### config.mk
export PLATFORM = sky130hd
export DESIGN_NAME = cover_tamper_qualifier_unit
export DESIGN_NICKNAME = d
export VERILOG_FILES = /design/src/rtl/core/ctq_pkg.sv /design/src/rtl/core/cover_tamper_qualifier_unit.sv /design/src/rtl/core/ctq_in_reg.sv /design/src/rtl/core/ctq_eval.sv /design/src/rtl/core/ctq_state.sv
export SDC_FILE = /design/constraint.sdc
export NUM_CORES = 1
export LEC_CHECK = 0
export BUFFER_PORTS_ARGS = -buffer_cell sky130_fd_sc_hd__buf_2
export CORE_MARGIN = 2
export CORE_UTILIZATION = 60
export CTS_CLUSTER_DIAMETER = 150
export DETAILED_ROUTE_END_ITERATION = 12
export PLACE_DENSITY = 0.87
export SLEW_MARGIN = 20
export SYNTH_ARGS = -nofsm -noshare
export SYNTH_HDL_FRONTEND = slang
export SYNTH_SLANG_ARGS = --single-unit
### constraint.sdc
create_clock -name clk -period 9.6 [get_ports clk]
set_input_delay 1.44 -clock clk [delete_from_list [all_inputs] [get_ports clk]]
set_output_delay 1.44 -clock clk [all_outputs]
set_load 0.01 [all_outputs]
### src/rtl/core/ctq_pkg.sv
`timescale 1ns / 1ps

package ctq_pkg;

	typedef enum logic [2:0] {
		ST_DISABLED  = 3'd0,
		ST_ENABLED   = 3'd1,
		ST_COVER_ON  = 3'd2,
		ST_COVER_OFF = 3'd3,
		ST_FAULT     = 3'd4
	} status_t;

	typedef enum logic {
		OP_POLL = 1'b0,
		OP_ARM  = 1'b1
	} opcode_t;

	localparam logic [1:0] REG_COVER_ON_LEVEL     = 2'd0;
	localparam logic [1:0] REG_WINDOW_MARGIN      = 2'd1;
	localparam logic [1:0] REG_SETTLE_SECONDS     = 2'd2;
	localparam logic [1:0] REG_RAPID_CHANGE_LIMIT = 2'd3;

	localparam int CFG_DATA_W = 12;
	localparam int CFG_INDEX_W = 2;
	localparam logic [4:0] COUNT_MAX = 5'd31;

	typedef struct packed {
		opcode_t     opcode;
		logic        change_seen;
		logic [31:0] now_seconds;
		logic [11:0] proximity_sample;
		logic        read_ok;
	} item_t;

	typedef struct packed {
		logic [11:0] cover_on_level;
		logic [7:0]  window_margin;
		logic [7:0]  settle_seconds;
		logic [3:0]  rapid_change_limit;
	} cfg_t;

	typedef struct packed {
		status_t     status;
		logic [31:0] deadline;
		logic        armed;
		logic [4:0]  count;
	} state_t;

	typedef struct packed {
		status_t status;
		logic    changed;
	} result_t;

endpackage

### src/rtl/core/cover_tamper_qualifier_unit.sv
`timescale 1ns / 1ps
// A transaction accepted into the input register is judged there, and its result is
// registered in the result register, from which it is offered.
// Throughput: one transaction per cycle unless the output stalls; the input register and
// the result register advance together whenever the result register is empty or being taken.
// Reset clears the status to disabled, the deadline, the armed flag, the change count and the valid flags.

module cover_tamper_qualifier_unit (
	input  logic        clk,
	input  logic        arst_n,
	input  logic        in_valid,
	output logic        in_stall,
	input  logic        opcode,
	input  logic        change_seen,
	input  logic [31:0] now_seconds,
	input  logic [11:0] proximity_sample,
	input  logic        read_ok,
	output logic        out_valid,
	input  logic        out_stall,
	output logic [2:0]  cover_status,
	output logic        status_changed,
	input  logic        cfg_we,
	input  logic [ctq_pkg::CFG_INDEX_W-1:0] cfg_index,
	input  logic [ctq_pkg::CFG_DATA_W-1:0]  cfg_wdata
);
	import ctq_pkg::*;

	cfg_t    cfg_q;
	item_t   item_in;
	item_t   item_s1;
	logic    valid_s1;
	logic    advance;
	logic    load_s1;
	state_t  state_q;
	state_t  state_nxt;
	result_t result_nxt;
	result_t result_s2;

	always_ff @(posedge clk or negedge arst_n) begin
		if (!arst_n) begin
			cfg_q.cover_on_level     <= 12'd208;
			cfg_q.window_margin      <= 8'd48;
			cfg_q.settle_seconds     <= 8'd5;
			cfg_q.rapid_change_limit <= 4'd3;
		end else if (cfg_we) begin
			case (cfg_index)
				REG_COVER_ON_LEVEL:     cfg_q.cover_on_level     <= cfg_wdata[11:0];
				REG_WINDOW_MARGIN:      cfg_q.window_margin      <= cfg_wdata[7:0];
				REG_SETTLE_SECONDS:     cfg_q.settle_seconds     <= cfg_wdata[7:0];
				REG_RAPID_CHANGE_LIMIT: cfg_q.rapid_change_limit <= cfg_wdata[3:0];
				default: ;
			endcase
		end
	end

	assign item_in.opcode           = opcode_t'(opcode);
	assign item_in.change_seen      = change_seen;
	assign item_in.now_seconds      = now_seconds;
	assign item_in.proximity_sample = proximity_sample;
	assign item_in.read_ok          = read_ok;

	assign advance  = !out_valid || !out_stall;
	assign load_s1  = !valid_s1 || advance;
	assign in_stall = !load_s1;

	ctq_in_reg u_in_reg (
		.clk      (clk),
		.arst_n   (arst_n),
		.load     (load_s1),
		.in_valid (in_valid),
		.item_in  (item_in),
		.valid_s1 (valid_s1),
		.item_s1  (item_s1)
	);

	ctq_eval u_eval (
		.item      (item_s1),
		.cfg       (cfg_q),
		.state_cur (state_q),
		.state_nxt (state_nxt),
		.result    (result_nxt)
	);

	ctq_state u_state (
		.clk        (clk),
		.arst_n     (arst_n),
		.advance    (advance),
		.valid_s1   (valid_s1),
		.state_nxt  (state_nxt),
		.result_nxt (result_nxt),
		.state_q    (state_q),
		.valid_s2   (out_valid),
		.result_s2  (result_s2)
	);

	assign cover_status   = result_s2.status;
	assign status_changed = result_s2.changed;

	// A stall on the input only arises from a full input register.
	a_stall_needs_item: assert property (@(posedge clk) disable iff (!arst_n)
		in_stall |-> valid_s1)
		else $error("input stalled with an empty input register");

	// The delivered status is the status that the state register now holds.
	a_result_tracks_state: assert property (@(posedge clk) disable iff (!arst_n)
		(advance && valid_s1) |=> (result_s2.status == state_q.status))
		else $error("result status differs from stored status");

	// A disabled result never reports a change, since once left the disabled status is never entered again.
	a_disabled_no_change: assert property (@(posedge clk) disable iff (!arst_n)
		(out_valid && result_s2.status == ST_DISABLED) |-> !result_s2.changed)
		else $error("disabled status reported as a change");

	// A running deadline exists only while the block is enabled.
	a_armed_enabled: assert property (@(posedge clk) disable iff (!arst_n)
		state_q.armed |-> (state_q.status != ST_DISABLED))
		else $error("deadline armed while disabled");

endmodule

### src/rtl/core/ctq_in_reg.sv
`timescale 1ns / 1ps

module ctq_in_reg (
	input  logic          clk,
	input  logic          arst_n,
	input  logic          load,
	input  logic          in_valid,
	input  ctq_pkg::item_t item_in,
	output logic          valid_s1,
	output ctq_pkg::item_t item_s1
);
	import ctq_pkg::*;

	always_ff @(posedge clk or negedge arst_n) begin
		if (!arst_n) begin
			valid_s1 <= 1'b0;
		end else if (load) begin
			valid_s1 <= in_valid;
		end
	end

	always_ff @(posedge clk) begin
		if (load && in_valid) begin
			item_s1 <= item_in;
		end
	end

endmodule

### src/rtl/core/ctq_eval.sv
`timescale 1ns / 1ps

module ctq_eval (
	input  ctq_pkg::item_t   item,
	input  ctq_pkg::cfg_t    cfg,
	input  ctq_pkg::state_t  state_cur,
	output ctq_pkg::state_t  state_nxt,
	output ctq_pkg::result_t result
);
	import ctq_pkg::*;

	logic [31:0] restart_deadline;
	logic [4:0]  count_inc;
	logic [12:0] low_sum;
	logic [12:0] high_sum;
	logic        inside_window;
	logic        expired;

	assign restart_deadline = item.now_seconds + {24'd0, cfg.settle_seconds};
	assign count_inc = (state_cur.count < COUNT_MAX) ? state_cur.count + 5'd1 : state_cur.count;

	// Both bounds are formed one bit wider so neither side of the window wraps.
	assign low_sum  = {1'b0, item.proximity_sample} + {5'd0, cfg.window_margin};
	assign high_sum = {1'b0, cfg.cover_on_level} + {5'd0, cfg.window_margin};
	assign inside_window = (low_sum > {1'b0, cfg.cover_on_level}) &&
		({1'b0, item.proximity_sample} < high_sum);
	assign expired = state_cur.armed && (item.now_seconds > state_cur.deadline);

	always_comb begin
		state_nxt = state_cur;
		if (item.opcode == OP_ARM) begin
			state_nxt.status   = ST_ENABLED;
			state_nxt.deadline = restart_deadline;
			state_nxt.armed    = 1'b1;
			state_nxt.count    = 5'd0;
		end else if (state_cur.status != ST_DISABLED) begin
			if (item.change_seen) begin
				state_nxt.deadline = restart_deadline;
				state_nxt.armed    = 1'b1;
				state_nxt.count    = count_inc;
				if (count_inc > {1'b0, cfg.rapid_change_limit}) begin
					state_nxt.status = ST_COVER_OFF;
					state_nxt.count  = 5'd0;
				end
			end else if (expired) begin
				state_nxt.count    = 5'd0;
				state_nxt.armed    = 1'b0;
				state_nxt.deadline = 32'd0;
				if (!item.read_ok) begin
					state_nxt.status = ST_FAULT;
				end else if (inside_window) begin
					state_nxt.status = ST_COVER_ON;
				end else begin
					state_nxt.status = ST_COVER_OFF;
				end
			end
		end
		result.status  = state_nxt.status;
		result.changed = (state_nxt.status != state_cur.status);
	end

endmodule

### src/rtl/core/ctq_state.sv
`timescale 1ns / 1ps

module ctq_state (
	input  logic             clk,
	input  logic             arst_n,
	input  logic             advance,
	input  logic             valid_s1,
	input  ctq_pkg::state_t  state_nxt,
	input  ctq_pkg::result_t result_nxt,
	output ctq_pkg::state_t  state_q,
	output logic             valid_s2,
	output ctq_pkg::result_t result_s2
);
	import ctq_pkg::*;

	always_ff @(posedge clk or negedge arst_n) begin
		if (!arst_n) begin
			state_q.status   <= ST_DISABLED;
			state_q.deadline <= 32'd0;
			state_q.armed    <= 1'b0;
			state_q.count    <= 5'd0;
			valid_s2         <= 1'b0;
		end else if (advance) begin
			valid_s2 <= valid_s1;
			if (valid_s1) begin
				state_q <= state_nxt;
			end
		end
	end

	always_ff @(posedge clk) begin
		if (advance && valid_s1) begin
			result_s2 <= result_nxt;
		end
	end

endmodule

; ---- After elaboration in Yosys (flattened, before gate mapping)
; Index checks and enable logic that the tools add are counted.
[totals]
reg_bits = 126
in_bits = 66
out_inout_bits = 6
wordCells = 59
[classes]
addsub = 4
magnitude_cmp = 5
n_eq_ne = 4
muxes = 9
n_reduce_logical = 20
[ops]
columns = operator, count
row1 = 41-bit two-way mux, 4
row2 = 32-bit by 8-bit adder with 32-bit output, 1
row3 = 32-bit > comparator, 1
row4 = 12-bit by 8-bit adder with 13-bit output, 2
row5 = 13-bit by 12-bit > comparator with 1-bit output, 1
row6 = 12-bit by 13-bit < comparator with 1-bit output, 1
row7 = 5-bit two-way mux, 2
row8 = 2-bit AND reduction, 5
row9 = 3-bit two-way mux, 2
row10 = 3-bit nonzero test, 2
row11 = 5-bit by 1-bit adder with 5-bit output (second input constant), 1
row12 = 5-bit by 4-bit > comparator with 1-bit output, 1
row13 = 5-bit < comparator (second input constant), 1
row14 = 2-bit equality test (second input constant), 2
row15 = 1-bit logical AND, 4
row16 = 1-bit zero test, 4
row17 = 4-bit AND reduction, 1
row18 = 3-bit != test, 1
row19 = 2-bit by 1-bit equality test with 1-bit output (second input constant), 1
row20 = 2-bit zero test, 1
row21 = 1-bit logical OR, 2
row22 = 2-bit nonzero test, 1
row23 = 1-bit two-way mux, 1

; ---- Logic depth before layout (Yosys ltp)
[depth]
depth_word = 10
mapped_depth = 19
mapped_depth_nobuf = 19

; ---- By module
; From an unflattened synthesis, not the netlist that was laid out.
[unflattened]
cells_unflattened = 763
area_unflattened_um2 = 8503.2
[modules_own_cells]
columns = mod, n_inst, cells_each, area_each_um2
row1 = ctq_eval, 1, 546, 3957.5
row2 = ctq_state, 1, 95, 1844.3
row3 = ctq_in_reg, 1, 50, 1458.9
row4 = cover_tamper_qualifier_unit, 1, 72, 1242.4

; ---- Least setup slack after synthesis
; No wires, ideal clock.
[synth_timing]
path_type = reg-to-reg
startpoint = register cfg_q[12] (netlist bit)
endpoint = register u_state.result_s2[0] (netlist name)
setup_ns = 0.145
t_arrival_ns = 3.391
setup_slack_ns = 6.065
path_stages_with_launch = 16
n_path_buf = 0
period_less_slack_ns = 3.535
cell_sequence = dfrtp_1 > ha_1 > fa_1 > a21oi_1 > o22ai_1 > o41a_1 > xnor2_1 > ha_1 > a21oi_1 > o21ai_0 > a221oi_1 > o21ai_0 > a221oi_1 > a22oi_2 > o32a_1 > o21ai_1
[synth_lines]
columns = element, line
row1 = from (decl), cover_tamper_qualifier_unit.sv:28  ; cfg_t cfg_q;

==> impl_metrics.csv <==
group,metric,value,unit
finish,drive_gt1_frac,0.217,
route,routed_via_density,6.00,
placed_design,dp.cells,939,
synth,synth_edf_count,51,
die,die_y,117,um
finish,utilization,0.702,
global_route,grtUsageTotal,0.270,
global_route,grt_max_degree,76,
die,dieArea,0.0137,mm^2
worst_hold_path,hp-class,"reg -> reg",
worst_setup_path,critPathBufInv,1,
placed_design,hpwl,12200,um
synth,async_flop_share,0.595,
clock_network,clkLatencyLatePin,420,ps
finish,layout.area.seq,0.00342,mm^2
finish,n_antenna_cell,0,
synth,synth_seq_cells,126,
route,vias,5826,
synth,yosysMostFrequentCell,"ha_1",
synth,synth_nets,857,
sta,tightest_slew,981,ps
flow_run,drv_cap,0,
route,wl,17300,um
power_and_ir_drop,peakVddDrop,0.000132,V
clock_network,cts_tree,"built",
placed_design,place_area,0.00823,mm^2
synth,syn_inst,704,
clock_network,htreeDepth,4,
synth,synth_flop_cell,"dfrtp_1",
clock_network,ctsResizeCount,0,
clock_network,cts_sinks,126,
synth,synth_area_leaders,"dfrtp_1, edfxtp_1, ha_1, o22ai_2, xnor2_1",
route,drc,0,
synth,synth.top_cells.by_count,"ha_1, inv_1, dfrtp_1",
synth,syn_area_per_cell,10.9,um^2
synth,yosysSeqAreaShare,0.444,
worst_setup_path,worst_path_max_delay_cell,"dfrtp_1",
power_and_ir_drop,p_leak,3.88,nW
finish,finalNonFillerCells,971,
finish,final_cell_area,0.00882,mm^2
route,ant_nets,0,
sta,finalCritPeriodShare,0.421,
sta,rsz0062_at_grt,"false",
power_and_ir_drop,pwr-share-seq,0.351,
sta,slew_headroom,0.346,
power_and_ir_drop,power_switching_share,0.331,
worst_setup_path,path_delay_family,"compound AO/OA/AOI/OAI gates",
sta,setup_tns,0,ps
clock_network,cts_hold_buf,0,
clock_network,clockBufferDepth,2,
worst_setup_path,critPathMaxFanout,5,
finish,area_delta_synth_final,14.7,%
sta,min_period,4040,ps
worst_setup_path,critPathRequiredTime,9760,ps
power_and_ir_drop,p_comb_frac,0.340,
global_route,grt_pass1_vias,6037,
route,drtPass1Iterations,5,
global_route,antenna_found_initial,0,
die,initial_core_util,0.612,
synth,yosys_warnings,0,
synth,synth_area,0.00769,mm^2
synth,synth_cell_types,64,
route,drt_first_iter_violations,459,
clock_network,cts_inserted_buffers,17,
sta,finalSetupViolCount,0,
synth,synth_top_area_share,0.215,
worst_setup_path,crit_path_end_kind,"register",
sta,setup_slack,5560,ps
die,core_area,0.0126,mm^2
die,boundaryPins,72,
clock_network,path_clk_slew,60,ps
worst_setup_path,critPathLaunchType,"register",
power_and_ir_drop,finalPower,2.09,mW
sta,holdWs,490,ps
worst_setup_path,max_stage_delay,400,ps
sta,skew,8.68,ps
route,wire_per_inst,17.8,um
power_and_ir_drop,internal_power,1.40,mW
placed_design,numPortBuffers,71,
status,outcome,"completed",
worst_setup_path,crit_chain,"ha_1, inv_1, fa_1, nor2b_1, o31ai_1, a21oi_1, o21ai_0, nand2b_1, and3_1, xor2_1, ha_1, a21o_1, a21oi_1, nand3_1, o21ai_0, o31ai_1, a22oi_2, o32a_1, o21ai_1",
worst_setup_path,critPathKind,"reg -> reg",
sta,finalHoldViolCount,0,
power_and_ir_drop,powerDensity,237,mW/mm^2
global_route,grt_overflow_total,0,
global_route,grt_pass1_wl,28300,um
power_and_ir_drop,power_frac_clock,0.309,
die,row_count,41,
placed_design,place_congestion,0.940,
synth,yosysTopAreaCell,"dfrtp_1",
finish,fin_nets,939,
clock_network,cts_setup_buffers,0,
placed_design,place_ws,5600,ps
die,die_x,117,um
finish,multi_input_area,0.00395,mm^2
finish,fillers,895,
sta,fmax,0.248,GHz
clock_network,root_buffer,"clkbuf_16",
power_and_ir_drop,netSwitchingPower,0.692,mW
worst_setup_path,cp.arrival,4200,ps
sta,drv_slew,0,
worst paths after layout:
check,startpoint,to,slack [ps],cells after the start
setup / recovery,cfg_q[12],u_state.result_s2[0],5560,19
hold / removal,u_in_reg.valid_s1,u_state.valid_s2,490,1
setup reg to reg,cfg_q[12],u_state.result_s2[0],5560,19
hold reg to reg,u_in_reg.valid_s1,u_state.valid_s2,490,1
max in group asynchronous,arst_n,cfg_q[11],7700,2
min in group asynchronous,arst_n,u_state.state_q[33],1250,2
cells by family (layout without fill, tap and decap cells):
family / count (synthesis) / in the layout / synth area share
buffers and inverters: 81 / 176 / 0.0434
xor gates and xnor gates: 48 / 48 / 0.0546
and+or+nand+nor: 159 / 159 / 0.107
DFF: 126 / 126 / 0.444
muxes: 24 / 24 / 0.0350
adders and majority gates: 87 / 87 / 0.144
AOI/OAI and AO/OA: 179 / 179 / 0.171
metal layers:
metal	track usage	wire, um	share of wire	up-vias
met5	0	0	0	-
met4	0.140	664	0.038	0
met3	0.0530	837	0.048	68
met2	0.470	8700	0.50	212
met1	0.315	7070	0.41	2810
li1	-	-	-	2736
power by group through the flow:
stage / registers, mW / logic [mW] / clock network [mW]
5_1_grt: 0.746 / 0.799 / 0.672
3_3_place_gp: 0.736 / 0.645 / 0
4_1_cts: 0.734 / 0.704 / 0.649
6_report: 0.736 / 0.712 / 0.646
2_1_floorplan: 0.719 / 0.538 / 0
3_5_place_dp: 0.742 / 0.690 / 0
layout make-up:
type,count,area share
multi-input cells,497,0.448
flip-flops and latches,126,0.388
clock inverters,7,0.0126
repair buffers,76,0.0445
inverters,68,0.0289
clock buffers,25,0.0539
well taps,172,0.0244
sequential cells by signal, summed over array words and instances (netlist names):
signal and cells:
cfg_q 32, u_in_reg.item_s1 47, u_in_reg.valid_s1 1, u_state.result_s2 4, u_state.state_q 41, u_state.valid_s2 1
placed cells by master, fill, tap and decap left out, types with 11 or more instances in the layout:
master / n
buf_2: 71
o22ai_2: 29
inv_1: 67
nand2_1: 44
xor2_1: 18
o21ai_0: 38
nand4_1: 13
ha_1: 84
nor2_1: 20
dfrtp_1: 66
nand3_1: 24
clkbuf_16: 17
xnor2_1: 30
mux2_2: 23
a21oi_1: 43
edfxtp_1: 51
nor3_1: 11
Note: power is estimated with default switching activity, not from simulation.
